## config.mk

```make
export PLATFORM = sky130hd
export DESIGN_NAME = dcmt_ctrl
export DESIGN_NICKNAME = d
export VERILOG_FILES = /design/src/design/dcmt_pkg.sv /design/src/design/dcmt_ctrl.sv
export SDC_FILE = /design/constraint.sdc
export NUM_CORES = 1
export LEC_CHECK = 0
export ABC_AREA = 1
export ABC_CLOCK_PERIOD_IN_PS = 1400
export BUFFER_PORTS_ARGS = -buffer_cell sky130_fd_sc_hd__buf_2
export CELL_PAD_IN_SITES_DETAIL_PLACEMENT = 1
export CELL_PAD_IN_SITES_GLOBAL_PLACEMENT = 1
export CORE_MARGIN = 2
export CORE_UTILIZATION = 30
export DETAILED_ROUTE_END_ITERATION = 7
export GPL_TIMING_DRIVEN = 0
export HOLD_SLACK_MARGIN = 0.06
export PLACE_DENSITY = 0.87
export SYNTH_ARGS = -nofsm -noshare
export SYNTH_HDL_FRONTEND = slang
export SYNTH_SLANG_ARGS = --single-unit
export TNS_END_PERCENT = 10
```

## constraint.sdc

```tcl
create_clock -name clk_i -period 1.4 [get_ports clk_i]
set_input_delay 0.14 -clock clk_i [delete_from_list [all_inputs] [get_ports clk_i]]
set_output_delay 0.14 -clock clk_i [all_outputs]
set_load 0.005 [all_outputs]
```

## src/design/dcmt_pkg.sv

```systemverilog
// Package of the dedup chunk metadata table: sizes, payload types, command and
// status structs between controller and datapath, and the fingerprint mask.
// Depends on nothing.
package dcmt_pkg;

  // Table geometry.
  localparam int unsigned ENTRIES    = 1024;
  localparam int unsigned SLOTS      = 4;
  localparam int unsigned ENT_AW     = (ENTRIES > 1) ? $clog2(ENTRIES) : 1;
  localparam int unsigned SLOT_DEPTH = ENTRIES * SLOTS;
  localparam int unsigned SLOT_AW    = (SLOT_DEPTH > 1) ? $clog2(SLOT_DEPTH) : 1;
  localparam int unsigned CNT_W      = $clog2(SLOTS + 1);
  localparam int unsigned PTR_W      = (SLOTS > 1) ? $clog2(SLOTS) : 1;

  // Field widths.
  localparam int unsigned OPC_W      = 2;
  localparam int unsigned LOC_W      = 10;
  localparam int unsigned LBA_W      = 64;
  localparam int unsigned FP_HI_W    = 64;
  localparam int unsigned FP_MID_W   = 64;
  localparam int unsigned FP_LO_W    = 32;
  localparam int unsigned FP_W       = FP_HI_W + FP_MID_W + FP_LO_W;
  localparam int unsigned FP_BYTES   = FP_W / 8;
  localparam int unsigned LEN_W      = 16;
  localparam int unsigned VERDICT_W  = 2;
  localparam int unsigned FPLEN_W    = 5;
  localparam int unsigned CFG_IDX_W  = 2;
  localparam int unsigned CFG_DATA_W = 5;

  // Configuration register indexes.
  localparam logic [CFG_IDX_W-1:0] CFG_FP_LENGTH  = 2'd0;
  localparam logic [CFG_IDX_W-1:0] CFG_WRITE_BACK = 2'd1;

  // Verdict codes.
  localparam logic [VERDICT_W-1:0] VERDICT_BOTH      = 2'd0;
  localparam logic [VERDICT_W-1:0] VERDICT_ADDR_ONLY = 2'd1;
  localparam logic [VERDICT_W-1:0] VERDICT_FP_ONLY   = 2'd2;
  localparam logic [VERDICT_W-1:0] VERDICT_NONE      = 2'd3;

  typedef enum logic [OPC_W-1:0] {
    OP_VERIFY = 2'd0,
    OP_DUP    = 2'd1,
    OP_NEW    = 2'd2,
    OP_NOP    = 2'd3
  } opcode_e;

  typedef struct packed {
    logic [OPC_W-1:0]    opcode;
    logic [LOC_W-1:0]    location;
    logic [LBA_W-1:0]    lba;
    logic                has_fp;
    logic [FP_HI_W-1:0]  fp_word_hi;
    logic [FP_MID_W-1:0] fp_word_mid;
    logic [FP_LO_W-1:0]  fp_word_lo;
    logic [LEN_W-1:0]    compressed_len;
  } req_t;

  typedef struct packed {
    logic [VERDICT_W-1:0] verdict;
    logic [LEN_W-1:0]     stored_len;
    logic                 flush_valid;
    logic [LBA_W-1:0]     flush_lba;
  } rsp_t;

  typedef struct packed {
    logic [CFG_IDX_W-1:0]  index;
    logic [CFG_DATA_W-1:0] value;
  } cfg_req_t;

  // One metadata entry as held in the entry memory.
  typedef struct packed {
    logic [FP_W-1:0]  fp;
    logic [LEN_W-1:0] len;
    logic [CNT_W-1:0] cnt;
    logic [PTR_W-1:0] ptr;
  } entry_t;

  localparam int unsigned ENTRY_W = $bits(entry_t);

  // Memory write kinds ordered by the controller.
  typedef enum logic [2:0] {
    WR_NONE   = 3'd0,
    WR_CLEAR  = 3'd1,
    WR_APPEND = 3'd2,
    WR_CREATE = 3'd3,
    WR_EVICT  = 3'd4
  } wr_kind_e;

  // Which address slot is read.
  typedef enum logic [1:0] {
    RD_FIRST = 2'd0,
    RD_NEXT  = 2'd1,
    RD_EVICT = 2'd2
  } rd_sel_e;

  typedef struct packed {
    logic     capture;
    logic     ent_latch;
    logic     slot_rd;
    rd_sel_e  rd_sel;
    wr_kind_e wr_kind;
    logic     set_hit;
    logic     load_out;
  } ctrl_cmd_t;

  typedef struct packed {
    opcode_e op;
    logic    loc_ok;
    logic    cnt_zero;
    logic    full;
    logic    hit;
    logic    last;
    logic    clr_last;
    logic    out_free;
  } dp_status_t;

  // Byte mask over the 160-bit fingerprint: the leading n bytes are set,
  // where n saturates at the fingerprint length.
  function automatic logic [FP_W-1:0] fp_mask(input logic [FPLEN_W-1:0] n);
    logic [FPLEN_W-1:0] n_eff;
    logic [FP_W-1:0]    mask;
    n_eff = (n > FPLEN_W'(FP_BYTES)) ? FPLEN_W'(FP_BYTES) : n;
    mask  = '0;
    for (int i = 0; i < FP_BYTES; i++) begin
      if (FPLEN_W'(i) < n_eff) begin
        mask[FP_W-1-8*i -: 8] = 8'hFF;
      end
    end
    return mask;
  endfunction

endpackage

```

## src/design/dcmt_ctrl.sv

```systemverilog
// Controller of the dedup chunk metadata table: sequences the clearing pass,
// the entry lookup, the address scan or eviction and the result handoff. Depends on dcmt_pkg.
module dcmt_ctrl import dcmt_pkg::*; (
  input  logic       clk_i,
  input  logic       rst_ni,
  input  logic       req_valid_i,
  output logic       req_ready_o,
  input  dp_status_t status_i,
  output ctrl_cmd_t  cmd_o
);

  typedef enum logic [5:0] {
    ST_CLEAR = 6'b000001,
    ST_IDLE  = 6'b000010,
    ST_ENTRY = 6'b000100,
    ST_SCAN  = 6'b001000,
    ST_EVICT = 6'b010000,
    ST_DONE  = 6'b100000
  } state_e;

  state_e state_q, state_d;

  assign req_ready_o = (state_q == ST_IDLE);

  // Next state and commands.
  always_comb begin
    state_d = state_q;
    cmd_o   = '0;
    case (state_q)
      ST_CLEAR: begin
        cmd_o.wr_kind = WR_CLEAR;
        if (status_i.clr_last) begin
          state_d = ST_IDLE;
        end
      end
      ST_IDLE: begin
        if (req_valid_i) begin
          cmd_o.capture = 1'b1;
          state_d       = ST_ENTRY;
        end
      end
      ST_ENTRY: begin
        cmd_o.ent_latch = 1'b1;
        state_d         = ST_DONE;
        if (status_i.loc_ok) begin
          case (status_i.op)
            OP_VERIFY: begin
              if (!status_i.cnt_zero) begin
                cmd_o.slot_rd = 1'b1;
                cmd_o.rd_sel  = RD_FIRST;
                state_d       = ST_SCAN;
              end
            end
            OP_DUP: begin
              if (status_i.full) begin
                cmd_o.slot_rd = 1'b1;
                cmd_o.rd_sel  = RD_EVICT;
                state_d       = ST_EVICT;
              end else begin
                cmd_o.wr_kind = WR_APPEND;
              end
            end
            OP_NEW: begin
              cmd_o.wr_kind = WR_CREATE;
            end
            default: begin
              state_d = ST_DONE;
            end
          endcase
        end
      end
      ST_SCAN: begin
        if (status_i.hit) begin
          cmd_o.set_hit = 1'b1;
          state_d       = ST_DONE;
        end else if (status_i.last) begin
          state_d = ST_DONE;
        end else begin
          cmd_o.slot_rd = 1'b1;
          cmd_o.rd_sel  = RD_NEXT;
        end
      end
      ST_EVICT: begin
        cmd_o.wr_kind = WR_EVICT;
        state_d       = ST_DONE;
      end
      ST_DONE: begin
        if (status_i.out_free) begin
          cmd_o.load_out = 1'b1;
          state_d        = ST_IDLE;
        end
      end
      default: begin
        state_d = ST_CLEAR;
      end
    endcase
  end

  always_ff @(posedge clk_i or negedge rst_ni) begin
    if (!rst_ni) begin
      state_q <= ST_CLEAR;
    end else begin
      state_q <= state_d;
    end
  end

endmodule

```

Yosys cells after proc, flatten, opt, wreduce, memory -nomap -nowiden
Cells that the tools add are included.
{"block": "op_classes", "n_addsub": 0, "multipliers": 0, "div": 0, "order_cmp": 0, "n_eq_ne": 12, "shifts": 0, "mux": 27, "bitwise_logic": 0, "reduce_logical": 2}
{"cell": "two-way mux 6 bit", "count": 9}
{"cell": "case mux 6 bit (6 select lines)", "count": 1}
{"cell": "two-way mux 3 bit", "count": 4}
{"cell": "case mux 3 bit (2 select lines)", "count": 2}
{"cell": "case mux 6 bit (2 select lines)", "count": 1}
{"cell": "case mux 3 bit (3 select lines)", "count": 1}
{"cell": "two-way mux 1 bit", "count": 7}
{"cell": "== test 6 x 1 -> 1 bit, second input constant", "count": 1}
{"cell": "== test 6 x 2 -> 1 bit, second input constant", "count": 1}
{"cell": "== test 6 x 3 -> 1 bit, second input constant", "count": 1}
{"cell": "== test 6 x 4 -> 1 bit, second input constant", "count": 1}
{"cell": "== test 6 x 5 -> 1 bit, second input constant", "count": 1}
{"cell": "== test 6 bit, second input constant", "count": 1}
{"cell": "inequality test 2 bit, second input constant", "count": 3}
{"cell": "case mux 2 bit (2 select lines)", "count": 1}
{"cell": "AND reduction 4 bit", "count": 1}
{"cell": "inequality test 3 bit, second input constant", "count": 1}
{"cell": "== test 2 x 1 -> 1 bit, second input constant", "count": 1}
{"cell": "== test 2 bit, second input constant", "count": 1}
{"cell": "zero test 2 bit", "count": 1}
{"cell": "two-way mux 2 bit", "count": 1}
{"block": "totals", "regBits": 6, "latchBits": 0, "ram_bits": 0, "mem_bits_ro": 0, "input_bits": 12, "out_inout_bits": 11, "wordCells": 42, "memories": 0}

Depth between registers and ports, before layout
{"block": "logic_depth", "word_depth": 4, "ltp_mapped": 8, "depth_no_buf": 8}

Least setup slack after synthesis
OpenSTA, ideal clock, no wires.
{"block": "synth_timing", "path_type": "register to output", "start": "reg state_q[5]", "end": "out cmd_o[2] (netlist bit)", "arrival_ps": 1021, "t_required_ps": 1260, "slack_ps": 239, "path_stages_with_launch": 6, "n_path_buf": 0, "path_cell_list": "dfrtp_1 nor2_4 nand2_2 nor2_4 inv_2 o31ai_2"}
{"item": "start, declared", "line_no": "dcmt_ctrl.sv:21", "source": "state_e state_q, state_d;"}
{"item": "start signal, assigned", "line_no": "dcmt_ctrl.sv:103", "source": "state_q <= state_d;"}
{"item": "end, declared", "line_no": "dcmt_ctrl.sv:9", "source": "output ctrl_cmd_t cmd_o"}

==> results.tsv <==
stage	metric	value	unit
yosys	synth warn	0	
route	DRT antenna net count	0	
clock_network	CTS max path bufs	2	
route	via count	679	
route	1st-iter DRT viols	12	
yosys	synthesized area	552	µm²
yosys	Async SR Flop Fraction	1.00	
critical_path	R2R Setup Slk	-150	ps
timing	Slew Viols, Final	0	
timing	Final min period	1580	ps
timing	Worst Tran Pin Value	232	ps
global_route	largest net degree at the start of global routing	7	
final_layout	antenna cells	0	
final_layout	Top reg by flops	state_q	
critical_path	CP max stage cell	dfrtp_1	
pwr	leak pwr	0.559	nW
critical_path	crit end category	primary output	
timing	relative slew slack	0.845	
final_layout	Largest register FFs	6	
clock_network	# clock sinks	6	
timing	Setup-failing EPs final	10	
timing	crit path setup slack, layout	-182	ps
yosys	Cells after Synth	85	
final_layout	largest registers	state_q: 6 flops	
yosys	mean post-synth cell area	6.49	µm²
timing	skew final	3.10	ps
timing	FMAX	632	MHz
die	Core ar.	1730	µm²
clock_network	htree depth	1	
yosys	Post-Syn Nets	101	
critical_path	CP Data Arrival Time	1440	ps
run_status	status	complete, but fails checks	
clock_network	Clock transition at path regs	50	ps
pwr	Final Total Pwr	0.000995	W
timing	Fin. Hold Viols	0	
yosys	Post-synth EDFFs	0	
die	die height	46.9	µm
route	1st-pass router iterations	4	
run_status	failing checks	negative setup slack	
timing	period utilization	1.13	
final_layout	# nets final	142	
global_route	grt ovf	0	
pwr	Max VDD drop	521	µV
critical_path	WS Path Type	flop to primary output	
die	Die Wd	46.9	µm
route	Routed WL per cell	11.8	µm
critical_path	startpoint types	flop	
yosys	top_reg_cell synth	dfrtp_1	
final_layout	Layout Cells excl Fill	150	
global_route	initial antenna violation count	0	
global_route	vias in the first global route	653	
die	FP Rows	15	
yosys	Unique masters post-synth	18	
clock_network	TritonCTS Buffers	3	
placed_design	count of input and output buffers	22	
clock_network	clk_lat worst skew	250	ps
clock_network	CTS tree	built	
global_route	global-route wire length before repair	2.55	mm
placed_design	DP Cell Count	132	
global_route	total track usage	0.167	
timing	final hold slack	194	ps
pwr	Power Density	1150	nW/µm²
route	# DRC	0	
flow_run	Maximum Capacitance Violations	0	
final_layout	fraction of final layout cells sized beyond drive strength 1	0.416	
route	DRT Wirelength	1.78	mm
placed_design	Detailed Place HPWL	1.28	mm
route	vias per cell	4.53	
yosys	register bit total from synthesis	6	
hold_path	Hold WC Path Type	primary input to flop	
critical_path	CP most frequent cell	nor2_4	
critical_path	crit-path cells	nor2_4 > nand2_2 > nor2_4 > nand4_1 > nand3_1 > buf_2	
yosys	sequential fraction of the synthesis area	0.274	
die	Die ar.	2200	µm²
critical_path	CP required	1260	ps
die	Initial Util	0.320	
placed_design	routability cong.	0.765	
final_layout	Area Overhead vs Synth	57.4	%
clock_network	clock root cell	clkbuf_4	
critical_path	CP Max Fanout	5	
critical_path	critical path's largest stage delay	410	ps
die	# IOs	23	
timing	RSZ-0062 raised after global routing	true	
-- area by class of cell --
cell class,instances,area (µm²)
fill,242,858
multi-input combinational,57,338
timing repair buffer,36,239
sequential,6,151
inverter,22,82.6
tap,25,31.3
clock buffer,4,26.3
-- critical path, delay by kind of cell, from the launching register on --
family	cells	cell delay, ps
simple gates	5	680
flops	1	410
buf+inv	1	120
-- power breakdown --
group          internal [W]  total (W)  switching [W]  leakage, nW
combinational      0.000241   0.000538       0.000297        0.465
clock              0.000108   0.000177      0.0000690       0.0150
sequential         0.000228   0.000280      0.0000519       0.0785
total              0.000577   0.000995       0.000418        0.559
-- final timing paths --
path	from	end	cells after the start
worst max-delay path	state_q[5]	cmd_o[7]	6
worst min-delay path	status_i[1]	state_q[0]	4
worst max register to register	state_q[5]	state_q[4]	9
worst min register to register	state_q[0]	state_q[0]	4
max in group asynchronous	rst_ni	state_q[0]	2
min in group asynchronous	rst_ni	state_q[2]	2
-- cells in the mapped netlist (2+ instances only) --
cell,number,share of area
nand2_1,19,0.13
nor2_1,12,0.082
inv_1,21,0.14
ha_1,4,0.091
dfrtp_1,5,0.23
nand3_1,5,0.045
nor2_2,2,0.023
nand4_1,6,0.068
nor2_4,2,0.041
-- metrics by stage --
step / util / setup WS (ps) / TNS, ps / area [µm²]
global placement: 0.401 / 47.7 / 0 / 693
floorplan: - / 239 / 0 / 552
global route: 0.503 / -264 / -2020 / 868
detailed placement: 0.401 / 9.09 / 0 / 693
CTS: 0.476 / -165 / -805 / 822
finish: 0.503 / -182 / -1030 / 868
-- logic make-up after synthesis --
| family | share of synthesized area |
|---|---|
| AND/OR/NAND/NOR | 0.431 |
| buffers and inverters | 0.150 |
| flip-flops | 0.274 |
| adder cells (fa/ha/maj) | 0.0907 |
| AO/OA/AOI/OAI | 0.0544 |
-- per-layer routing --
layer | wire length [µm] | vias up | part of all wire | GRT usage
li1 | - | 339 | - | -
met1 | 625 | 310 | 0.35 | 0.166
met2 | 1020 | 22 | 0.57 | 0.340
met3 | 56 | 8 | 0.032 | 0.0115
met4 | 74 | 0 | 0.042 | 0.0833
met5 | 0 | - | 0 | 0
-- placed cells by master, fill, tap and decap left out, types with 2 or more instances in the layout --
cell      Yosys  layout
nand2_1      19      19
dfrtp_1       5       5
nand3_1       5       4
nor2_4        2       4
nor2_2        2       2
clkbuf_4      0       3
inv_1        21      20
buf_4         0       9
inv_2         1       2
nand4_1       6       6
buf_6         0       5
buf_2         0      21
nor2_1       12      10
ha_1          4       4
-- repair_timing --
action / 4_1_cts / 5_1_grt
hold buffers: 1 / 0
resized for setup: 7 / 4
setup buffers: 9 / 4
pin swaps: 6 / 4
setup endpoints to repair: 10 / 15
endpoints found under the hold margin: 6 / 0
(Power assumes the default switching activity.)
